<file path="src/design/ffba_pkg.sv">
// Shared constants and controller/datapath interface types for the
// first-fit block allocator. No dependencies.
package ffba_pkg;

    // Default table geometry
    localparam int DEF_NUM_BLOCKS = 32;
    localparam int DEF_SIZE_BITS  = 16;

    // Fixed port field widths
    localparam int COUNT_W      = 6;
    localparam int INDEX_W      = 5;
    localparam int SIZE_FIELD_W = 16;

    // One more than the largest scan a block_count register can ask for
    localparam int MAX_SCAN = 2 ** COUNT_W;

    // Item command codes
    localparam logic CMD_LOAD  = 1'b0;
    localparam logic CMD_ALLOC = 1'b1;

    // Controller to datapath commands
    typedef struct packed {
        logic load;   // write a block size and free the block
        logic start;  // capture request and scan limit, rewind pointer
        logic scan;   // issue next table read and advance check stage
        logic grant;  // mark checked block used, load hit result
        logic miss;   // load not-found result
    } t_ffba_ctl;

    // Datapath to controller status
    typedef struct packed {
        logic hit;        // block in check stage is free and large enough
        logic exhausted;  // every block up to the limit has been checked
    } t_ffba_status;

endpackage

</file>
<file path="src/design/first_fit_block_allocator.sv">
// Top level of the first-fit block allocator; uses ffba_pkg, ffba_ctrl, ffba_datapath.
// Load beat: writes a block size and frees the block, no result. Allocate beat:
// one block read per cycle through the size table's registered port, until a free
// block large enough is hit or min(block_count, NUM_BLOCKS) blocks are checked.
// Next beat accepted while the result shows; a held result holds the next check stage.
// Synchronous active-low reset: block_count 0, every block free, no result.
module first_fit_block_allocator #(
    parameter int NUM_BLOCKS = ffba_pkg::DEF_NUM_BLOCKS,
    parameter int SIZE_BITS  = ffba_pkg::DEF_SIZE_BITS
) (
    input  logic                              i_clk,
    input  logic                              i_rst_n,
    input  logic                              i_in_valid,
    output logic                              o_in_ready,
    input  logic                              i_cmd,
    input  logic [ffba_pkg::INDEX_W-1:0]      i_block_index,
    input  logic [ffba_pkg::SIZE_FIELD_W-1:0] i_size_value,
    output logic                              o_out_valid,
    input  logic                              i_out_ready,
    output logic                              o_found,
    output logic [ffba_pkg::INDEX_W-1:0]      o_granted_block,
    output logic [ffba_pkg::SIZE_FIELD_W-1:0] o_fragment,
    input  logic                              i_cfg_we,
    input  logic [ffba_pkg::COUNT_W-1:0]      i_cfg_data
);

    ffba_pkg::t_ffba_ctl    ctl;
    ffba_pkg::t_ffba_status status;

    // Handshakes and scan sequence
    ffba_ctrl u_ctrl (
        .i_clk       (i_clk),
        .i_rst_n     (i_rst_n),
        .i_in_valid  (i_in_valid),
        .o_in_ready  (o_in_ready),
        .i_cmd       (i_cmd),
        .o_out_valid (o_out_valid),
        .i_out_ready (i_out_ready),
        .o_ctl       (ctl),
        .i_status    (status)
    );

    // Table, flags, check stage and result
    ffba_datapath #(
        .NUM_BLOCKS (NUM_BLOCKS),
        .SIZE_BITS  (SIZE_BITS)
    ) u_datapath (
        .i_clk           (i_clk),
        .i_rst_n         (i_rst_n),
        .i_ctl           (ctl),
        .o_status        (status),
        .i_cfg_we        (i_cfg_we),
        .i_cfg_data      (i_cfg_data),
        .i_block_index   (i_block_index),
        .i_size_value    (i_size_value),
        .o_found         (o_found),
        .o_granted_block (o_granted_block),
        .o_fragment      (o_fragment)
    );

endmodule

</file>
<file path="src/design/ffba_datapath.sv">
// Datapath of the first-fit block allocator: size table memory, used
// flags, scan pointer, check stage and result register. Uses ffba_pkg.
module ffba_datapath #(
    parameter int NUM_BLOCKS = ffba_pkg::DEF_NUM_BLOCKS,
    parameter int SIZE_BITS  = ffba_pkg::DEF_SIZE_BITS
) (
    input  logic                              i_clk,
    input  logic                              i_rst_n,
    input  ffba_pkg::t_ffba_ctl               i_ctl,
    output ffba_pkg::t_ffba_status            o_status,
    input  logic                              i_cfg_we,
    input  logic [ffba_pkg::COUNT_W-1:0]      i_cfg_data,
    input  logic [ffba_pkg::INDEX_W-1:0]      i_block_index,
    input  logic [ffba_pkg::SIZE_FIELD_W-1:0] i_size_value,
    output logic                              o_found,
    output logic [ffba_pkg::INDEX_W-1:0]      o_granted_block,
    output logic [ffba_pkg::SIZE_FIELD_W-1:0] o_fragment
);

    localparam int CW    = ffba_pkg::COUNT_W;
    localparam int XW    = ffba_pkg::INDEX_W;
    localparam int FW    = ffba_pkg::SIZE_FIELD_W;
    localparam int TRACK = (NUM_BLOCKS < ffba_pkg::MAX_SCAN) ? NUM_BLOCKS
                                                              : ffba_pkg::MAX_SCAN;
    localparam int AW    = $clog2(NUM_BLOCKS);
    localparam int IW    = $clog2(TRACK);
    localparam int PW    = $clog2(TRACK + 1);

    logic [CW-1:0]        r_block_count;
    logic [SIZE_BITS-1:0] r_mem [NUM_BLOCKS];
    logic [TRACK-1:0]     r_used;
    logic [PW-1:0]        r_ptr;
    logic [PW-1:0]        r_limit;
    logic [PW-1:0]        n_limit;
    logic [SIZE_BITS-1:0] r_req;
    logic [SIZE_BITS-1:0] r_rd_data;
    logic [IW-1:0]        r_rd_idx;
    logic                 r_rd_valid;
    logic                 r_found;
    logic [XW-1:0]        r_granted_block;
    logic [FW-1:0]        r_fragment;
    logic                 load_in_table;
    logic                 load_in_track;
    logic                 issue;

    // Scan limit saturates at the table depth
    assign n_limit = (32'(r_block_count) > NUM_BLOCKS) ? PW'(NUM_BLOCKS)
                                                        : PW'(r_block_count);

    assign load_in_table = (32'(i_block_index) < NUM_BLOCKS);
    assign load_in_track = (32'(i_block_index) < TRACK);
    assign issue         = i_ctl.scan && (r_ptr < r_limit);

    // Block count register
    always_ff @(posedge i_clk) begin
        if (!i_rst_n) begin
            r_block_count <= '0;
        end else if (i_cfg_we) begin
            r_block_count <= i_cfg_data;
        end
    end

    // Size table: one write port for loads, one registered read for the scan
    always_ff @(posedge i_clk) begin
        if (i_ctl.load && load_in_table) begin
            r_mem[AW'(i_block_index)] <= SIZE_BITS'(i_size_value);
        end
        if (issue) begin
            r_rd_data <= r_mem[AW'(r_ptr)];
        end
    end

    // Used flags: free on load, take on grant
    always_ff @(posedge i_clk) begin
        if (!i_rst_n) begin
            r_used <= '0;
        end else begin
            if (i_ctl.load && load_in_track) begin
                r_used[IW'(i_block_index)] <= 1'b0;
            end
            if (i_ctl.grant) begin
                r_used[r_rd_idx] <= 1'b1;
            end
        end
    end

    // Scan pointer and check-stage valid
    always_ff @(posedge i_clk) begin
        if (!i_rst_n) begin
            r_ptr      <= '0;
            r_rd_valid <= 1'b0;
        end else if (i_ctl.start) begin
            r_ptr      <= '0;
            r_rd_valid <= 1'b0;
        end else if (i_ctl.scan) begin
            r_rd_valid <= issue;
            if (issue) begin
                r_ptr <= r_ptr + PW'(1);
            end
        end
    end

    // Request, limit and check-stage index
    always_ff @(posedge i_clk) begin
        if (i_ctl.start) begin
            r_req   <= SIZE_BITS'(i_size_value);
            r_limit <= n_limit;
        end
        if (issue) begin
            r_rd_idx <= IW'(r_ptr);
        end
    end

    // Check stage
    assign o_status.hit       = r_rd_valid && !r_used[r_rd_idx] && (r_rd_data >= r_req);
    assign o_status.exhausted = !r_rd_valid && (r_ptr == r_limit);

    // Result register
    always_ff @(posedge i_clk) begin
        if (i_ctl.grant) begin
            r_found         <= 1'b1;
            r_granted_block <= XW'(r_rd_idx);
            r_fragment      <= FW'(r_rd_data - r_req);
        end else if (i_ctl.miss) begin
            r_found         <= 1'b0;
            r_granted_block <= '0;
            r_fragment      <= '0;
        end
    end

    assign o_found         = r_found;
    assign o_granted_block = r_granted_block;
    assign o_fragment      = r_fragment;

endmodule

</file>
<file path="src/design/ffba_ctrl.sv">
// Controller of the first-fit block allocator: input and output
// handshakes and the scan sequence. Uses ffba_pkg.
module ffba_ctrl (
    input  logic                   i_clk,
    input  logic                   i_rst_n,
    input  logic                   i_in_valid,
    output logic                   o_in_ready,
    input  logic                   i_cmd,
    output logic                   o_out_valid,
    input  logic                   i_out_ready,
    output ffba_pkg::t_ffba_ctl    o_ctl,
    input  ffba_pkg::t_ffba_status i_status
);

    localparam logic ST_IDLE = 1'b0;
    localparam logic ST_SCAN = 1'b1;

    logic r_state;
    logic n_state;
    logic r_out_valid;
    logic n_out_valid;
    logic out_free;
    logic resolve;
    logic finish;

    assign out_free = !r_out_valid || i_out_ready;
    assign resolve  = i_status.hit || i_status.exhausted;

    // Sequence: take items in idle, scan until a hit or the limit
    always_comb begin
        n_state     = r_state;
        o_in_ready  = 1'b0;
        o_ctl       = '0;
        finish      = 1'b0;
        case (r_state)
            ST_IDLE: begin
                o_in_ready = 1'b1;
                if (i_in_valid) begin
                    if (i_cmd == ffba_pkg::CMD_LOAD) begin
                        o_ctl.load = 1'b1;
                    end else begin
                        o_ctl.start = 1'b1;
                        n_state     = ST_SCAN;
                    end
                end
            end
            ST_SCAN: begin
                if (resolve) begin
                    // hold the check stage until the result register frees
                    if (out_free) begin
                        o_ctl.grant = i_status.hit;
                        o_ctl.miss  = !i_status.hit;
                        finish      = 1'b1;
                        n_state     = ST_IDLE;
                    end
                end else begin
                    o_ctl.scan = 1'b1;
                end
            end
            default: begin
                n_state = ST_IDLE;
            end
        endcase
    end

    // Output beat valid
    always_comb begin
        n_out_valid = r_out_valid;
        if (finish) begin
            n_out_valid = 1'b1;
        end else if (r_out_valid && i_out_ready) begin
            n_out_valid = 1'b0;
        end
    end

    always_ff @(posedge i_clk) begin
        if (!i_rst_n) begin
            r_state     <= ST_IDLE;
            r_out_valid <= 1'b0;
        end else begin
            r_state     <= n_state;
            r_out_valid <= n_out_valid;
        end
    end

    assign o_out_valid = r_out_valid;

endmodule

</file>
<file path="config.mk">
export PLATFORM = sky130hd
export DESIGN_NAME = first_fit_block_allocator
export DESIGN_NICKNAME = d
export VERILOG_FILES = /design/src/design/ffba_pkg.sv /design/src/design/first_fit_block_allocator.sv /design/src/design/ffba_datapath.sv /design/src/design/ffba_ctrl.sv
export SDC_FILE = /design/constraint.sdc
export NUM_CORES = 1
export LEC_CHECK = 0
export BUFFER_PORTS_ARGS = -buffer_cell sky130_fd_sc_hd__buf_2
export CORE_MARGIN = 2
export CORE_UTILIZATION = 29
export CTS_CLUSTER_DIAMETER = 30
export DETAILED_ROUTE_END_ITERATION = 8
export PLACE_DENSITY_LB_ADDON = 0.08
export RECOVER_POWER = 100
export SETUP_SLACK_MARGIN = 0.2
export SYNTH_ARGS = -nofsm -noshare
export SYNTH_HDL_FRONTEND = slang
export SYNTH_HIERARCHICAL = 1
export SYNTH_SLANG_ARGS = --single-unit
</file>
<file path="constraint.sdc">
create_clock -name i_clk -period 4.1 [get_ports i_clk]
set_clock_uncertainty 0.1 [all_clocks]
set_input_delay 0.615 -clock i_clk [delete_from_list [all_inputs] [get_ports i_clk]]
set_output_delay 0.615 -clock i_clk [all_outputs]
set_load 0.03 [all_outputs]
</file>
Yosys cells after proc, flatten, opt, wreduce, memory -nomap -nowiden --
Memory sizes are Yosys's and may differ from the RTL's. A register that Yosys moved wholly into a read port is not among the register bits. Index checks and enable logic that the tools add are counted.
Cells by class: muxes and demuxes 33, eq/ne operators 1, bitwise operators 5, $add $sub $neg 2, $lt $le $gt $ge 7, reductions and logical operators 17
Operator list (count):
- two-way mux 32 bit | 3
- bitwise AND 32 bit | 1
- two-way mux 16 bit | 2
- inverter 32 bit | 1
- bitwise OR 32 bit | 1
- two-way mux 1 bit | 17
- greater-or-equal comparator 16 bit | 1
- subtractor 16 bit | 1
- less-than comparator 5 x 6 -> 1 bit, second input constant | 2
- demux 1 bit (select 5 bit) | 2
- greater-or-equal comparator 5 x 1 -> 1 bit, second input constant | 2
- two-way mux 5 bit | 2
- two-way mux 2 bit | 4
- logical AND 1 bit | 7
- adder 6 x 1 -> 6 bit, second input constant | 1
- == test 6 bit | 1
- greater-than comparator 6 bit, second input constant | 1
- less-than comparator 6 bit | 1
- binary-select mux 1 bit (select 5 bit) | 1
- logical NOT 1 bit | 4
- nonzero test 2 bit | 2
- two-way mux 3 bit | 1
- logical OR 1 bit | 2
- inverter 1 bit | 2
- 3 further kinds | 3
Storage, ports and cells: bits in registers 96, logic and storage cells 78, input bits 33, bits in writable memories 512, memories 1, output and inout port bits 24
Memory list:
- u_datapath.r_mem | words 32, bits a word 16, read ports 1, clocked after Yosys merged registers in 1, write ports 1, RTL line ffba_datapath.sv:30 | logic [SIZE_BITS-1:0] r_mem [NUM_BLOCKS];

Depth between registers and ports, before layout --
word-level depth 11, mapped depth 16, depth with buffers taken out 16

Modules after synthesis --
Netlist, hierarchy kept.
Modules (own cells, without submodules):
- ffba_datapath | area each 25117.8 µm², cells an instance 1317, instances 1, seq. area each 18217.5 µm²
- ffba_ctrl | area each 125.1 µm², cells an instance 14, instances 1, seq. area each 40.0 µm²

Worst setup path before layout --
Ideal clock, no wire load.
path type reg2reg, start point reg u_datapath.r_rd_data[0], read port of u_datapath.r_mem, end point reg u_datapath.r_rd_data[0], read port of u_datapath.r_mem (enable), path slack 0.016 ns, required time 3.596 ns, arrival 3.580 ns, library setup time 0.404 ns, cell stages (with the launch flop) 15, buffers on the path 0, clock period less this slack 4.084 ns, path through edfxtp_1 -> inv_1 -> ha_1 -> inv_1 -> fa_1 -> a211oi_2 -> o21ai_2 -> a21oi_1 -> o21ai_0 -> a211oi_1 -> nor4_1 -> nor3_1 -> inv_1 -> a211o_1 -> nor2_1
RTL lines:
- from (decl) | RTL line ffba_datapath.sv:36 | logic [SIZE_BITS-1:0] r_rd_data;

Final worst setup path --
start point reg u_datapath.r_ptr[1], end point reg u_datapath.r_rd_data[8], read port of u_datapath.r_mem, data pin
Between the ends: longest elaborated chain between the ends 6, elaborated cells on any way between the ends 7, classes of those cells order compare (1); eq/ne (1); mux (2); reduce/logical (3)
RTL lines:
- from (decl) | RTL line ffba_datapath.sv:32 | logic [PW-1:0] r_ptr;
- from (signal assigned) | RTL line ffba_datapath.sv:98 | r_ptr <= r_ptr + PW'(1);
- == test 6 bit | RTL line ffba_datapath.sv:116 | assign o_status.exhausted = !r_rd_valid && (r_ptr == r_limit);
- logical AND 1 bit | RTL line ffba_datapath.sv:116
- logical OR 1 bit | RTL line ffba_ctrl.sv:27 | assign resolve = i_status.hit || i_status.exhausted;
- two-way mux 1 bit | RTL line ffba_ctrl.sv:48 | if (resolve) begin
- two-way mux 3 bit | RTL line ffba_ctrl.sv:35 | case (r_state)
- logical AND 1 bit | RTL line ffba_datapath.sv:52 | assign issue = i_ctl.scan && (r_ptr < r_limit);
Parallel ways exist; a longest one is shown, timed or not. A chain may end at the register's enable or synchronous reset.

==> metrics.md <==
| Metric | Value |
|---|---|
| DR WL/cell | `24.7 um` |
| Cell Int Power | `15,400 uW` |
| Worst slew pin tran | `2030 ps` |
| Post-Synthesis Cell Area | `25,200 um^2` |
| Gpl congestion | `about 0.74` |
| Arrival time worst endpoint | `4140 ps` |
| Pwr per Cell Area | `608 nW/um^2` |
| Worst Setup End Kind | `flop` |
| Final count of negative-setup-slack endpoints | `0` |
| Residual DRC count | `0` |
| Total GRT Usage | `0.158` |
| Fin nets | `around 1,600` |
| Ys flop type | `edfxtp_1` |
| Bufs on Longest Clock Path | `3` |
| Synth async-reset ratio | `0` |
| Total grt overflow | `0` |
| Switching Share | `0.208` |
| Setup tns final | `0 ps` |
| Leading cell type in the layout, fill and taps excluded | `edfxtp_1` |
| Max IR drop VDD | `0.387 mV` |
| Sequential power share | `0.364` |
| Worst hold path type | `in -> reg` |
| Tmin final | `3850 ps` |
| Relative slew slack | `-0.357` |
| Vias in the first global route | `14,200` |
| Share of total power in combinational logic | `0.036` |
| Most frequent cells in the layout | `edfxtp_1 (576), clkbuf_16 (160), mux4_2 (133), clkbuf_1 (97), mux2i_1 (76)` |
| CTS sink cnt | `624` |
| Clock transition at the registers of the reported paths | `50 ps` |
| CTS tree | `done` |
| Ratio of cells with drive above 1 in the final layout | `0.275` |
| Die area | `roughly 90,000 um^2` |
| Critical path class | `reg -> reg` |
| Slew Limit Fails | `605` |
| Largest net degree at the start of global routing | `48` |
| Met3 WL post-DR | `2910 um` |
| Met2 Routed Length | `33,200 um` |
| Final Util | `0.369` |
| Die W | `approximately 300 um` |
| Status | `finished, violations left` |
| Via-to-Cell Ratio | `4.71` |
| FF+latch count, synth | `approximately 620` |
| Netlist cell types | `66` |
| CTS H-tree lvls | `4` |
| Initial antenna violation count | `2` |
| Worst Setup Start Kind | `flop` |
| DP Wirelength | `41,100 um` |
| Maximum clock frequency | `0.260 GHz` |
| Syn Inst Count | `1,331` |
| Critical path fanouts, max | `29` |
| Register area share after synthesis | `0.723` |
| Core area | `86,500 um^2` |
| IO Port Bufs | `56` |
| Worst endpoint required time | `4390 ps` |
| Finished Layout Cells | `2,817` |
| Placed cells | `approximately 2,500` |
| Total power | `between 15,000 and 20,000 uW` |
| Final instance area | `approximately 32,000 um^2` |
| Via count | `13,300` |
| Post-Route WL | `69,600 um` |
| RSZ-0062 raised after global routing | `no` |
| Clock Power Share | `0.600` |
| Switching pwr | `4050 uW` |
| Mean post-synth cell area | `~19 um^2` |
| First-pass GRT wire length | `roughly 100,000 um` |
| Syn. warnings | `6` |
| M1 WL | `31,800 um` |
| CTS Buf Count | `156` |
| Die Height | `299 um` |
| Top Metal Used | `met4` |
| 1st-iter DRT viols | `between 800 and 900` |
| Total I/O pin count | `57` |
| Area added between synthesis and finish | `26.6%` |
| CTS Hold Buffers Added | `0` |
| Period utilization | `0.938` |
| Hold Violations, Final | `0` |
| Failing checks | `max-capacitance violations, max-slew violations` |
| Antenna Nets Post-Route | `0` |
| Number of flops mapped to enable cells by yosys | `576` |
| Placed cell area | `27,100 um^2` |
| Max-cap viol count | `18` |
| Clock Tree Root | `clkbuf_16` |
| P_leak | `0.0102 uW` |
| Syn_nets | `roughly 1,400` |
| Later-pin clock latency in the skew report | `approximately 710 ps` |
| Initial Util | `0.292` |
| Cell Rows | `108` |
| First-pass iteration count of the detailed router | `5` |
-- cell usage after synthesis, types with 8 or more instances --
cell type / count / area, um^2
nor2b_1: 19 / 119
nor3_1: 8 / 40.0
o21ai_0: 42 / 210
mux2i_1: 76 / 761
buf_2: 21 / 105
dfxtp_1: 48 / 961
buf_6: 12 / 135
ha_1: 23 / 288
nor2_1: 62 / 233
a221oi_2: 16 / 240
a21oi_1: 14 / 70.1
and2_1: 8 / 50.1
inv_1: 31 / 116
nand2_1: 53 / 199
xnor2_1: 11 / 96.3
a21boi_0: 34 / 255
clkbuf_1: 26 / 97.6
nand3_1: 10 / 50.1
a22o_1: 16 / 140
edfxtp_1: 576 / 17300
mux4_2: 133 / 3000
-- power groups by stage --
stage,sequential [uW],clock [uW],combinational [uW]
final,7080,11700,695
after global routing,7080,12200,759
after CTS,7080,11900,721
after detailed placement,7180,0,719
after global placement,7180,0,717
after floorplan,7160,0,443
-- sequential cells by signal, indices dropped and copies added (netlist names) --
register                    cells
u_datapath/r_mem              512
u_datapath/r_used              32
u_datapath/o_fragment          16
u_datapath/r_rd_data           16
u_datapath/r_req               16
u_datapath/r_block_count        6
u_datapath/r_limit              6
u_datapath/r_ptr                6
u_datapath/o_granted_block      5
u_datapath/r_rd_idx             5
u_ctrl/o_out_valid              1
u_ctrl/r_state                  1
u_datapath/o_found              1
u_datapath/r_rd_valid           1
-- worst max-delay path, stage by stage, from the launching register on --
cell      delay (ps)
dfxtp_1          990
clkbuf_2         890
mux4_2           380
mux2i_1          150
a22o_1           290
a221oi_1         680
-- metal layers --
layer | global-route usage | up-vias
met5 | 0 | -
met4 | 0.0589 | 0
met3 | 0.0353 | 109
met2 | 0.251 | 282
met1 | 0.211 | 7016
li1 | - | 5851
-- final cells by class --
type,instances,area [um^2]
flip-flops and latches,624,18300
multi-input cells,604,6400
repair buffers,119,641
well taps,1155,1450
fillers,8189,54500
diodes,2,5.00
clock inverters,96,930
inverters,32,120
clock buffers,185,4140
-- path summary, 6_finish.rpt --
path	end	slack (ps)	cells after the start	start
setup / recovery	u_datapath/r_rd_data[8]	250	5	u_datapath/r_ptr[1]
hold / removal	u_datapath/r_block_count[0]	70	3	i_cfg_data[0]
setup reg to reg	u_datapath/r_rd_data[8]	250	5	u_datapath/r_ptr[1]
hold reg to reg	u_datapath/o_found	370	1	u_datapath/o_found
-- timing repair --
action / 4_1_cts / 5_1_grt
buffers inserted: 0 / 2
setup endpoints to repair: 0 / 83
gates resized for setup: 0 / 6
-- metrics by stage --
stage                     hold slack [ps]  setup slack, ps
after detailed placement              363              289
after CTS                            14.6              245
after floorplan                       335              404
after global routing                 54.2              140
after global placement                362              382
final                                73.2              252
-- cell families (layout without fill, tap and decap cells) --
kind of cell	after synthesis	count (layout)	synth area share
AOI/OAI and AO/OA	163	163	0.0494
buffers and inverters	103	432	0.0233
other	0	2	0
xor gates and xnor gates	13	13	0.00451
adders and majority gates	24	24	0.0122
and+or+nand+nor	193	193	0.0371
muxes	211	211	0.150
DFF	624	624	0.723
Power figures use the tool's default switching activity.
